`src/hdl/iee_pkg.sv`:
```
`timescale 1ns / 1ps
// ----------------------------------------------------------------------------
// Identifier escape encoder package
// Shared types, character constants and the expansion of one queued job into
// its sequence of output characters.
// ----------------------------------------------------------------------------
package iee_pkg;

   localparam int CODE_W      = 16;
   localparam int QUEUE_DEPTH = 4;
   localparam int QPTR_W      = $clog2(QUEUE_DEPTH);
   localparam int MAX_SEQ     = 9;
   localparam int SEQ_IDX_W   = $clog2(MAX_SEQ + 1);

   typedef logic [CODE_W-1:0] char_type;

   // Character codes
   localparam char_type CH_NUL     = 16'h0000;
   localparam char_type CH_ILLEGAL = 16'h0001;
   localparam char_type CH_ASCII_MAX = 16'h007F;
   localparam char_type CH_US      = 16'h005F;
   localparam char_type CH_H       = 16'h0068;
   localparam char_type CH_0       = 16'h0030;
   localparam char_type CH_1       = 16'h0031;
   localparam char_type CH_5       = 16'h0035;
   localparam char_type CH_9       = 16'h0039;
   localparam char_type CH_F_UP    = 16'h0046;
   localparam char_type CH_A_UP    = 16'h0041;
   localparam char_type CH_Z_UP    = 16'h005A;
   localparam char_type CH_A_LO    = 16'h0061;
   localparam char_type CH_Z_LO    = 16'h007A;
   localparam char_type CH_U_LO    = 16'h0075;
   localparam char_type CH_U_UP    = 16'h0055;

   // Configuration register indexes
   localparam logic REG_ENCODE_WIDE    = 1'b0;
   localparam logic REG_LOW_BYTE_FIRST = 1'b1;

   // Main body of an expansion
   typedef enum logic [2:0] {
      BODY_NONE,
      BODY_PLAIN,
      BODY_DIGIT,
      BODY_ESC_H,
      BODY_ASCII,
      BODY_WIDE_OPEN,
      BODY_WIDE_CONT
   } body_type;

   // One classified input word, waiting for expansion
   typedef struct packed {
      logic      err;
      logic      pre_us;
      body_type  body;
      logic      close_us;
      logic      lbf;
      logic      last;
      char_type  code;
   } job_type;

   // Queue status seen by front and back
   typedef struct packed {
      logic full;
      logic valid;
   } queue_status_type;

   typedef struct packed {
      logic [SEQ_IDX_W-1:0]          len;
      logic [MAX_SEQ-1:0][CODE_W-1:0] ch;
   } seq_type;

   function automatic char_type hex_char(logic [3:0] nib);
      char_type r;
      if (nib < 4'd10) begin
         r = CH_0 + {12'd0, nib};
      end else begin
         r = CH_A_UP + {12'd0, nib} - 16'd10;
      end
      return r;
   endfunction

   // Expand a job into its characters, first character at index 0
   function automatic seq_type build_seq(job_type j);
      seq_type s;
      logic [SEQ_IDX_W-1:0] n;
      logic [3:0][3:0] nib;
      s.ch = '0;
      s.len = '0;
      n = '0;
      if (j.lbf) begin
         nib = {j.code[7:4], j.code[3:0], j.code[15:12], j.code[11:8]};
      end else begin
         nib = {j.code[15:12], j.code[11:8], j.code[7:4], j.code[3:0]};
      end
      if (j.err) begin
         s.ch[0] = CH_NUL; n = 4'd1;
      end else begin
         if (j.pre_us) begin
            s.ch[n] = CH_US; n = n + 4'd1;
         end
         case (j.body)
            BODY_PLAIN: begin
               s.ch[n] = j.code; n = n + 4'd1;
            end
            BODY_DIGIT: begin
               s.ch[n] = CH_US; n = n + 4'd1;
               s.ch[n] = CH_H;  n = n + 4'd1;
               s.ch[n] = CH_0;  n = n + 4'd1;
               s.ch[n] = CH_1;  n = n + 4'd1;
               s.ch[n] = CH_US; n = n + 4'd1;
               s.ch[n] = j.code; n = n + 4'd1;
            end
            BODY_ESC_H: begin
               s.ch[n] = CH_US;   n = n + 4'd1;
               s.ch[n] = CH_H;    n = n + 4'd1;
               s.ch[n] = CH_5;    n = n + 4'd1;
               s.ch[n] = CH_F_UP; n = n + 4'd1;
               s.ch[n] = CH_US;   n = n + 4'd1;
            end
            BODY_ASCII: begin
               s.ch[n] = CH_US; n = n + 4'd1;
               s.ch[n] = CH_H;  n = n + 4'd1;
               s.ch[n] = hex_char(j.code[7:4]); n = n + 4'd1;
               s.ch[n] = hex_char(j.code[3:0]); n = n + 4'd1;
               s.ch[n] = CH_US; n = n + 4'd1;
            end
            BODY_WIDE_OPEN: begin
               s.ch[n] = CH_US; n = n + 4'd1;
               s.ch[n] = CH_H;  n = n + 4'd1;
               s.ch[n] = j.lbf ? CH_U_LO : CH_U_UP; n = n + 4'd1;
               s.ch[n] = hex_char(nib[3]); n = n + 4'd1;
               s.ch[n] = hex_char(nib[2]); n = n + 4'd1;
               s.ch[n] = hex_char(nib[1]); n = n + 4'd1;
               s.ch[n] = hex_char(nib[0]); n = n + 4'd1;
            end
            BODY_WIDE_CONT: begin
               s.ch[n] = hex_char(nib[3]); n = n + 4'd1;
               s.ch[n] = hex_char(nib[2]); n = n + 4'd1;
               s.ch[n] = hex_char(nib[1]); n = n + 4'd1;
               s.ch[n] = hex_char(nib[0]); n = n + 4'd1;
            end
            default: begin
               n = n;
            end
         endcase
         if (j.close_us) begin
            s.ch[n] = CH_US; n = n + 4'd1;
         end
      end
      s.len = n;
      return s;
   endfunction

endpackage

```
`src/hdl/iee_front.sv`:
```
`timescale 1ns / 1ps
// ----------------------------------------------------------------------------
// Identifier escape encoder front end
// Accepts input words, tracks name state and classifies each word into a job
// for the expansion stage.
// ----------------------------------------------------------------------------
module iee_front (
   input  logic                      clock,
   input  logic                      reset,
   input  logic                      req_valid,
   output logic                      req_stall,
   input  iee_pkg::char_type         req_code,
   input  logic                      req_last,
   input  logic                      encode_wide,
   input  logic                      low_byte_first,
   input  iee_pkg::queue_status_type q_status,
   output logic                      push,
   output iee_pkg::job_type          push_job
);

   logic at_start_ff, at_start_in;
   logic held_us_ff, held_us_in;
   logic run_open_ff, run_open_in;
   logic dropping_ff, dropping_in;
   logic accept;
   logic wide_unit;
   logic is_digit;
   logic is_alnum;
   iee_pkg::job_type job;

   assign req_stall = q_status.full;
   assign accept    = req_valid && !q_status.full;

   // Classify the incoming word
   assign wide_unit = encode_wide && (req_code > iee_pkg::CH_ASCII_MAX);
   assign is_digit  = (req_code >= iee_pkg::CH_0) && (req_code <= iee_pkg::CH_9);
   assign is_alnum  = is_digit
                   || ((req_code >= iee_pkg::CH_A_UP) && (req_code <= iee_pkg::CH_Z_UP))
                   || ((req_code >= iee_pkg::CH_A_LO) && (req_code <= iee_pkg::CH_Z_LO));

   // Build the job and next name state
   always_comb begin
      logic done;
      done        = 1'b0;
      job         = '0;
      job.body    = iee_pkg::BODY_NONE;
      job.code    = req_code;
      job.last    = req_last;
      job.lbf     = low_byte_first;
      at_start_in = at_start_ff;
      held_us_in  = held_us_ff;
      run_open_in = run_open_ff;
      dropping_in = dropping_ff;
      if (dropping_ff) begin
         if (req_last) begin
            job.err     = 1'b1;
            at_start_in = 1'b1;
            dropping_in = 1'b0;
         end
      end else if (req_code == iee_pkg::CH_ILLEGAL) begin
         job.err     = 1'b1;
         held_us_in  = 1'b0;
         run_open_in = 1'b0;
         at_start_in = req_last;
         dropping_in = !req_last;
      end else begin
         if (held_us_ff) begin
            held_us_in = 1'b0;
            if (req_code == iee_pkg::CH_H) begin
               job.body = iee_pkg::BODY_ESC_H;
               done     = 1'b1;
            end else begin
               job.pre_us = 1'b1;
            end
         end else if (run_open_ff) begin
            if (wide_unit) begin
               job.body     = iee_pkg::BODY_WIDE_CONT;
               job.close_us = req_last;
               done         = 1'b1;
            end else begin
               job.pre_us  = 1'b1;
               run_open_in = 1'b0;
            end
         end
         if (!done) begin
            if (at_start_ff && is_digit) begin
               job.body = iee_pkg::BODY_DIGIT;
            end else if (req_code == iee_pkg::CH_US) begin
               if (req_last) begin
                  job.body = iee_pkg::BODY_PLAIN;
               end else begin
                  held_us_in = 1'b1;
               end
            end else if ((req_code <= iee_pkg::CH_ASCII_MAX) && !is_alnum) begin
               job.body = iee_pkg::BODY_ASCII;
            end else if (wide_unit) begin
               job.body     = iee_pkg::BODY_WIDE_OPEN;
               job.close_us = req_last;
               run_open_in  = !req_last;
            end else begin
               job.body = iee_pkg::BODY_PLAIN;
            end
         end
         at_start_in = 1'b0;
         if (req_last) begin
            at_start_in = 1'b1;
            held_us_in  = 1'b0;
            run_open_in = 1'b0;
            dropping_in = 1'b0;
         end
      end
   end

   // Push only words that produce output
   assign push     = accept && (job.err || job.pre_us || (job.body != iee_pkg::BODY_NONE));
   assign push_job = job;

   // Advance name state on accept
   always_ff @(posedge clock) begin
      if (reset) begin
         at_start_ff <= 1'b1;
         held_us_ff  <= 1'b0;
         run_open_ff <= 1'b0;
         dropping_ff <= 1'b0;
      end else if (accept) begin
         at_start_ff <= at_start_in;
         held_us_ff  <= held_us_in;
         run_open_ff <= run_open_in;
         dropping_ff <= dropping_in;
      end
   end

endmodule

```
`src/hdl/iee_queue.sv`:
```
`timescale 1ns / 1ps
// ----------------------------------------------------------------------------
// Identifier escape encoder job queue
// Short FIFO of classified jobs between the front end and the expander.
// ----------------------------------------------------------------------------
module iee_queue (
   input  logic                      clock,
   input  logic                      reset,
   input  logic                      push,
   input  iee_pkg::job_type          push_job,
   input  logic                      pop,
   output iee_pkg::queue_status_type q_status,
   output iee_pkg::job_type          head_job
);

   iee_pkg::job_type entry_ff [iee_pkg::QUEUE_DEPTH];
   logic [iee_pkg::QPTR_W-1:0] wr_ptr_ff;
   logic [iee_pkg::QPTR_W-1:0] rd_ptr_ff;
   logic [iee_pkg::QPTR_W:0]   count_ff;
   logic [iee_pkg::QPTR_W:0]   count_in;

   assign q_status.full  = (count_ff == (iee_pkg::QPTR_W + 1)'(iee_pkg::QUEUE_DEPTH));
   assign q_status.valid = (count_ff != '0);
   assign head_job       = entry_ff[rd_ptr_ff];

   // Track fill level
   always_comb begin
      count_in = count_ff;
      if (push && !pop) begin
         count_in = count_ff + 1'b1;
      end else if (pop && !push) begin
         count_in = count_ff - 1'b1;
      end
   end

   // Advance pointers
   always_ff @(posedge clock) begin
      if (reset) begin
         wr_ptr_ff <= '0;
         rd_ptr_ff <= '0;
         count_ff  <= '0;
      end else begin
         count_ff <= count_in;
         if (push) begin
            wr_ptr_ff <= wr_ptr_ff + 1'b1;
         end
         if (pop) begin
            rd_ptr_ff <= rd_ptr_ff + 1'b1;
         end
      end
   end

   // Store jobs
   always_ff @(posedge clock) begin
      if (push) begin
         entry_ff[wr_ptr_ff] <= push_job;
      end
   end

endmodule

```
`src/hdl/iee_back.sv`:
```
`timescale 1ns / 1ps
// ----------------------------------------------------------------------------
// Identifier escape encoder expander
// Walks the head job character by character into the output register.
// ----------------------------------------------------------------------------
module iee_back (
   input  logic                      clock,
   input  logic                      reset,
   input  iee_pkg::queue_status_type q_status,
   input  iee_pkg::job_type          head_job,
   output logic                      pop,
   output logic                      rsp_valid,
   input  logic                      rsp_stall,
   output iee_pkg::char_type         rsp_out_char,
   output logic                      rsp_run_last,
   output logic                      rsp_name_end,
   output logic                      rsp_error
);

   iee_pkg::seq_type seq;
   logic [iee_pkg::SEQ_IDX_W-1:0] idx_ff;
   logic load;
   logic final_char;
   logic rsp_valid_ff;
   iee_pkg::char_type out_char_ff;
   logic run_last_ff;
   logic name_end_ff;
   logic error_ff;

   assign seq        = iee_pkg::build_seq(head_job);
   assign load       = q_status.valid && (!rsp_valid_ff || !rsp_stall);
   assign final_char = (idx_ff == seq.len - 1'b1);
   assign pop        = load && final_char;

   // Step through the job
   always_ff @(posedge clock) begin
      if (reset) begin
         idx_ff       <= '0;
         rsp_valid_ff <= 1'b0;
      end else begin
         if (load) begin
            idx_ff       <= final_char ? '0 : idx_ff + 1'b1;
            rsp_valid_ff <= 1'b1;
         end else if (!rsp_stall) begin
            rsp_valid_ff <= 1'b0;
         end
      end
   end

   // Load output word
   always_ff @(posedge clock) begin
      if (load) begin
         out_char_ff <= seq.ch[idx_ff];
         run_last_ff <= final_char;
         name_end_ff <= final_char && head_job.last;
         error_ff    <= head_job.err;
      end
   end

   assign rsp_valid    = rsp_valid_ff;
   assign rsp_out_char = out_char_ff;
   assign rsp_run_last = run_last_ff;
   assign rsp_name_end = name_end_ff;
   assign rsp_error    = error_ff;

endmodule

```
`src/hdl/identifier_escape_encoder_unit.sv`:
```
`timescale 1ns / 1ps
// A word passes a job queue entry before its first output is registered.
// Outputs go out one word per cycle unless rsp_stall holds them, so a plain
// character sustains one word a cycle; an N-output word emits them in turn.
// The four-entry job queue lets the front keep accepting while escapes drain.
// Reset (synchronous, active high) clears name state, queue and output valid;
// encode_wide resets to 0 and low_byte_first to 1.
// ----------------------------------------------------------------------------
// Identifier escape encoder
// Escapes a UTF-16 name into an identifier-safe stream, with an APB-style
// configuration port for wide-unit encoding.
// ----------------------------------------------------------------------------
module identifier_escape_encoder_unit (
   input  logic        clock,
   input  logic        reset,
   input  logic        req_valid,
   output logic        req_stall,
   input  logic [15:0] req_code,
   input  logic        req_last,
   output logic        rsp_valid,
   input  logic        rsp_stall,
   output logic [15:0] rsp_out_char,
   output logic        rsp_run_last,
   output logic        rsp_name_end,
   output logic        rsp_error,
   input  logic        psel,
   input  logic        penable,
   input  logic        pwrite,
   input  logic [2:0]  paddr,
   input  logic [31:0] pwdata,
   output logic [31:0] prdata,
   output logic        pready
);

   logic encode_wide_ff;
   logic low_byte_first_ff;
   logic cfg_write;
   logic push;
   logic pop;
   iee_pkg::job_type          push_job;
   iee_pkg::job_type          head_job;
   iee_pkg::queue_status_type q_status;

   // Configuration registers
   assign pready    = 1'b1;
   assign cfg_write = psel && penable && pwrite;

   always_ff @(posedge clock) begin
      if (reset) begin
         encode_wide_ff    <= 1'b0;
         low_byte_first_ff <= 1'b1;
      end else if (cfg_write) begin
         unique case (paddr[2])
            iee_pkg::REG_ENCODE_WIDE:    encode_wide_ff    <= pwdata[0];
            iee_pkg::REG_LOW_BYTE_FIRST: low_byte_first_ff <= pwdata[0];
            default:                     encode_wide_ff    <= encode_wide_ff;
         endcase
      end
   end

   always_comb begin
      unique case (paddr[2])
         iee_pkg::REG_ENCODE_WIDE:    prdata = {31'd0, encode_wide_ff};
         iee_pkg::REG_LOW_BYTE_FIRST: prdata = {31'd0, low_byte_first_ff};
         default:                     prdata = '0;
      endcase
   end

   iee_front u_front (
      .clock          (clock),
      .reset          (reset),
      .req_valid      (req_valid),
      .req_stall      (req_stall),
      .req_code       (req_code),
      .req_last       (req_last),
      .encode_wide    (encode_wide_ff),
      .low_byte_first (low_byte_first_ff),
      .q_status       (q_status),
      .push           (push),
      .push_job       (push_job)
   );

   iee_queue u_queue (
      .clock    (clock),
      .reset    (reset),
      .push     (push),
      .push_job (push_job),
      .pop      (pop),
      .q_status (q_status),
      .head_job (head_job)
   );

   iee_back u_back (
      .clock        (clock),
      .reset        (reset),
      .q_status     (q_status),
      .head_job     (head_job),
      .pop          (pop),
      .rsp_valid    (rsp_valid),
      .rsp_stall    (rsp_stall),
      .rsp_out_char (rsp_out_char),
      .rsp_run_last (rsp_run_last),
      .rsp_name_end (rsp_name_end),
      .rsp_error    (rsp_error)
   );

endmodule
```
`config.mk`:
```
export PLATFORM = sky130hd
export DESIGN_NAME = identifier_escape_encoder_unit
export DESIGN_NICKNAME = d
export VERILOG_FILES = /design/src/hdl/iee_pkg.sv /design/src/hdl/iee_front.sv /design/src/hdl/iee_queue.sv /design/src/hdl/iee_back.sv /design/src/hdl/identifier_escape_encoder_unit.sv
export SDC_FILE = /design/constraint.sdc
export NUM_CORES = 1
export LEC_CHECK = 0
export BUFFER_PORTS_ARGS = -buffer_cell sky130_fd_sc_hd__buf_4
export CAP_MARGIN = 20
export CORE_UTILIZATION = 35
export DETAILED_ROUTE_END_ITERATION = 6
export PLACE_DENSITY = 0.56
export RECOVER_POWER = 100
export REMOVE_ABC_BUFFERS = 1
export SETUP_SLACK_MARGIN = 0.4
export SYNTH_ARGS = -nofsm -noshare
export SYNTH_HDL_FRONTEND = slang
export SYNTH_SLANG_ARGS = --single-unit
```
`constraint.sdc`:
```
create_clock -name clock -period 7.5 [get_ports clock]
set_clock_uncertainty 0.05 [all_clocks]
set_input_delay 1.5 -clock clock [delete_from_list [all_inputs] [get_ports clock]]
set_output_delay 1.5 -clock clock [all_outputs]
set_load 0.01 [all_outputs]
```
-- After elaboration in Yosys (flattened, before gate mapping)
Memory sizes are Yosys's and may differ from the RTL's. A register that Yosys moved wholly into a read port is not among the register bits.
Cells that the tools add are included.
- add/sub/neg operators: 32
- magnitude comparators: 31
- eq/ne operators: 13
- mux-type cells: 129
- bitwise logic cells: 30
- reductions and logical operators: 43
- operator list (operator ; count):
    $bwmux 144 ; 13
    $pmux 144 s6 ; 1
    $mux 16 ; 38
    $demux 16 s4 ; 8
    $and 90x90->90 ; 4
    $and 117x117->117 ; 3
    $not 117->117 ; 3
    $mux 144 ; 2
    $not 90->90 ; 3
    $or 54x54->54 ; 4
    $mux 128 ; 1
    $and 126x126->126 ; 1
    $not 126->126 ; 1
    $and 108x108->108 ; 1
    $not 108->108 ; 1
    $sub 16x4->16 const B ; 6
    $and 10x90->90 ; 1
    $or 27x27->27 ; 3
    $bmux 16 s4 ; 1
    $pmux 32 s2 ; 1
    $or 6x54->54 ; 1
    $add 7x4->8 const A ; 6
    $le 16x7->1 const B ; 3
    $lt 4x5->1 const B ; 9
    other kinds (38) ; 163
- bits in registers: 37
- bits in writable memories: 96
- bits of input ports: 59
- output and inout port bits: 54
- word-level logic and storage cells: 294
- memories kept: 1
- memory list (memory ; depth ; width ; rd ports ; clocked after Yosys merged registers in ; wr ports ; line ; source):
    u_queue.entry_ff ; 4 ; 24 ; 1 ; 1 ; 1 ; iee_queue.sv:16 ; iee_pkg::job_type entry_ff [iee_pkg::QUEUE_DEPTH];

-- Logic depth before layout (Yosys ltp)
- depth in word-level cells: 21
- gate-level depth with buffers: 26
- gate-level depth less buffers: 22

-- Cells and area by module
From an unflattened synthesis, not the netlist that was laid out.
- cell total of the unflattened synthesis: 863
- area total of the unflattened synthesis: 9069.9 um2
- modules (own cells, without submodules) (module ; times used ; cells each ; area an instance (um2) ; seq. area each (um2)):
    iee_back ; 1 ; 565 ; 4117.7 ; 670.6
    iee_queue ; 1 ; 170 ; 3933.8 ; 3062.9
    iee_front ; 1 ; 83 ; 664.4 ; 80.1
    identifier_escape_encoder_unit ; 1 ; 45 ; 354.1 ; 40.0

-- Worst setup path before layout
No wires, ideal clock.
- path kind: reg-to-reg
- from: reg (tool-made name)
- to: reg u_queue.count_ff[2] (netlist name)
- data arrival time: 5045 ps
- data required time: 7380 ps
- path slack: 2335 ps
- cell stages (with the launch flop): 27
- buffers on the path: 6
- clock period less this slack: 5165 ps
- cells stage by stage: dfxtp_1 > buf_6 > mux4_2 > buf_2 > buf_1 > clkbuf_1 > buf_1 > xnor2_1 > ha_1 > inv_1 > a21oi_1 > o21ai_1 > ha_1 > xnor2_1 > nor2b_1 > mux2_2 > and4bb_1 > a41oi_2 > buf_6 > inv_1 > nand2_1 > ha_1 > inv_1 > fa_1 > xor2_1 > or3_1 > a21oi_1
- RTL lines (what ; line ; source):
    end signal, assigned ; iee_queue.sv:43 ; count_ff <= count_in;
    end, declared ; iee_queue.sv:19 ; logic [iee_pkg::QPTR_W:0] count_ff;

==> impl_metrics.yaml <==
detailed_routing:
  drt-wirelength-per-cell_um: 20.72
  drt-pass1-iter-count: 5
  vias_per_cell: 6.024
  routed_wirelength_um: 26800
  starting_drt_drc_count: 727
  final_antenna_net_count: 0
  via_total_after_detailed_routing: 7789
  post-route-drc-count: 0
clock_tree:
  ctsRootBufferMaster: "sky130_fd_sc_hd__clkbuf_16"
  post_cts_gate_resize_count: 0
  clk_pin_slew_ps: 70
  cts_max_path_buffers: 2
  clkLatencyLatePin_ps: 430
  cts_inserted_buffers: 17
  h-tree-depth: 4
  post_cts_setup_buffer_count: 0
  cts_tree: "built"
  cts-hold-fix-buffers: 0
  cts.sink_count: 135
placement:
  place_area_sq_mm: 0.009752
  pre_cts_ws_ps: 1622
  count_of_input_and_output_buffers: 47
  dp_cells: 1261
  detailedPlacementHpwl_um: 18480
  gp_congestion: 0.9566
sta:
  finalCriticalPeriod_ps: 6393
  final.period_utilization: 0.8524
  setup_viol: 0
  clock.fmax_ghz: 0.1564
  timing.final.hold_violations: 0
  timing_worst_slew_pin_value_ps: 1571
  timing.final.ws_setup_ps: 1107
  max-slew-margin-rel: -0.04737
  rsz0062_at_grt: "false"
  whs_ps: 421.7
  fin_setup_tns_ps: 0
  slew_violations: 75
synth:
  syn_area_per_cell_sq_um: 10.05
  synth-main-ff-cell: "sky130_fd_sc_hd__edfxtp_1"
  synthArstFlopShare: 0
  number_of_enable_type_register_cells_in_the_synthesized_netlist: 115
  ys_seq_elements: 135
  yosysWarnings: 0
  synthCells: 922
  ys_seq_area_frac: 0.4159
  post_synth_instance_area_sq_mm: 0.009265
  netlist-cell-type-count: 94
cells_and_area:
  num-fill-cells: 2586
  register_area_sq_mm: 0.003854
  post_layout_nonfiller_instances: 1293
  area_added_between_synthesis_and_finish_pct: 9.547
  layout.cell_area.non_filler_sq_mm: 0.01015
  final_layout_size_suffix_gt1_frac: 0.1127
  multi_input_comb_area_sq_mm: 0.004886
  nets: 1028
  insertedDiodeCount: 0
power:
  power.ir.vdd_worst_mv: 0.1340
  power.density_mw_per_mm2: 375.4
  power_leakage_nw: 3.470
floorplan:
  rows: 59
  floorplan.core_area_sq_mm: 0.02598
  die_width_um: 164.7
  io-pin-count: 113
  chipHeight_um: 164.7
  fp.dieArea_sq_mm: 0.02713
  floorplan.initialDensity: 0.3566
hold_path:
  min-delay-path-class: "reg -> reg"
setup_path:
  critical_path.max_stage_delay_ps: 900
  cell_by_cell_listing_of_the_critical_path: "mux4_2, nor2b_1, clkbuf_1, nor2_1, xnor2_1, ha_1, inv_1, a21oi_1, o21ai_1, ha_1, xnor2_1, nor2_1, mux2_2, and4bb_1, a41oi_2, inv_1, nand2_1, ha_1, inv_1, fa_1, xor2_1, or3_1, a21oi_1"
  cp_max_fo: 22
  endpoint_kind: "register"
  setup.worst_path.class: "reg -> reg"
  timing.critical_path.slowest_stage_cell: "sky130_fd_sc_hd__dfxtp_1"
  critical_path_arrival_ps: 6690
  start_kind: "register"
  cp.required_ps: 7800
flow_run:
  cap_viol_max_count: 3
status:
  failing_checks: "max-capacitance violations, max-slew violations"
  run_status: "finished, violations left"
grt:
  first_pass_grt_wire_length_um: 41370
  grt_max_degree: 49
  initial_antenna_violation_count: 0
  vias_in_the_first_global_route: 7108
  grt_use_total: 0.2019
  overflow: 0
## placed cells by master (no fill, tap or decap), drive strengths merged, types with 7 or more instances in the layout
cell type / n
mux2i: 24
ha: 23
clkbuf: 66
nor3: 21
or3: 11
a21oi: 68
and2: 13
a211oi: 11
mux2: 17
nand4: 13
nand2b: 7
a21o: 9
a31oi: 14
inv: 32
conb: 32
xnor2: 15
edfxtp: 115
a221oi: 14
mux4: 24
o211ai: 12
nor4: 9
buf: 14
nor2b: 9
nor2: 58
dfxtp: 20
o21ai: 78
nand2: 73
o22ai: 8
nand3: 41
## kinds of logic (layout without fill, tap and decap cells)
group / after synthesis / in the layout / share of synthesized area
AOI/OAI and AO/OA: 274 / 274 / 0.1954
xor gates and xnor gates: 21 / 21 / 0.02134
adders and majority gates: 25 / 25 / 0.03430
buffers and inverters: 114 / 120 / 0.06617
DFF: 135 / 135 / 0.4159
muxes: 65 / 65 / 0.1065
other: 2 / 32 / 0.0008106
and+or+nand+nor: 286 / 286 / 0.1595
## cell usage after synthesis, drive strengths merged, types with 6 or more instances
cell,count,area [sq um]
edfxtp,115,3453
nor4,9,56.30
mux4,24,540.5
nor2b,9,63.81
dfxtp,20,400.4
nand3,41,205.2
o22ai,8,50.05
mux2,17,191.4
a211o,6,52.55
ha,23,287.8
and3,6,42.54
a31oi,14,87.58
nor3,21,110.1
a21o,9,67.56
inv,24,90.08
o211ai,12,90.09
nand4,13,81.33
a221oi,14,122.6
nand2b,7,43.79
or3,11,68.82
clkbuf,26,97.59
nand2,73,276.5
o21ai,78,397.9
and2,13,81.33
a21oi,68,351.6
xnor2,15,131.4
a211oi,11,87.58
buf,63,421.7
nor2,58,230.2
mux2i,24,255.2
## layer usage
layer | wire length [um] | track usage
met5 | 0 | 0
met1 | 11360 | 0.2748
met4 | 1042 | 0.08549
met3 | 2101 | 0.03842
met2 | 12290 | 0.3126
## final timing paths
path | end | cells past startpoint | slack, ps | start
setup / recovery | u_queue.count_ff[2]$_SDFFE_PP0P_ | 23 | 1110 | register
hold / removal | u_back.rsp_valid$_SDFFE_PP0P_ | 2 | 420 | u_back.rsp_valid$_SDFFE_PP0P_
setup reg to reg | u_queue.count_ff[2]$_SDFFE_PP0P_ | 23 | 1110 | register
hold reg to reg | u_back.rsp_valid$_SDFFE_PP0P_ | 2 | 420 | u_back.rsp_valid$_SDFFE_PP0P_
## power breakdown
part | internal, mW | total, mW | switching [mW]
registers | 0.981 | 1.03 | 0.0458
clock network | 0.504 | 0.861 | 0.357
logic | 0.644 | 1.92 | 1.28
total | 2.13 | 3.81 | 1.68
## stage by stage
stage / utilization / power [mW]
2_1_floorplan: - / 2.370
3_3_place_gp: 0.3753 / 2.976
3_5_place_dp: 0.3753 / 2.985
4_1_cts: 0.3987 / 3.856
5_1_grt: 0.3906 / 4.045
6_report: 0.3906 / 3.810
## layout make-up
class,instances,area share
inverters,25,0.009246
flip-flops and latches,135,0.3797
well taps,335,0.04130
repair buffers,63,0.02848
clock buffers,17,0.04191
clock inverters,15,0.01800
multi-input cells,703,0.4814
## sequential cells by signal, indices dropped and copies added (netlist names), 2 cells and up, named ones only
| signal | count |
|---|---|
| u_queue.entry_ff | 96 |
| u_back.rsp_out_char | 16 |
| u_back.idx_ff | 4 |
| u_queue.count_ff | 3 |
| u_queue.rd_ptr_ff | 2 |
| u_queue.wr_ptr_ff | 2 |
## critical path: cells and delay by family (launching register included)
kind	cells	cell delay, ps
flops	1	900
buf+inv	4	710
simple gates	6	1050
mux	2	1110
xor+xnor	3	640
compound gates	4	710
fa+ha+maj	4	1140
Power figures use the tool's default switching activity.
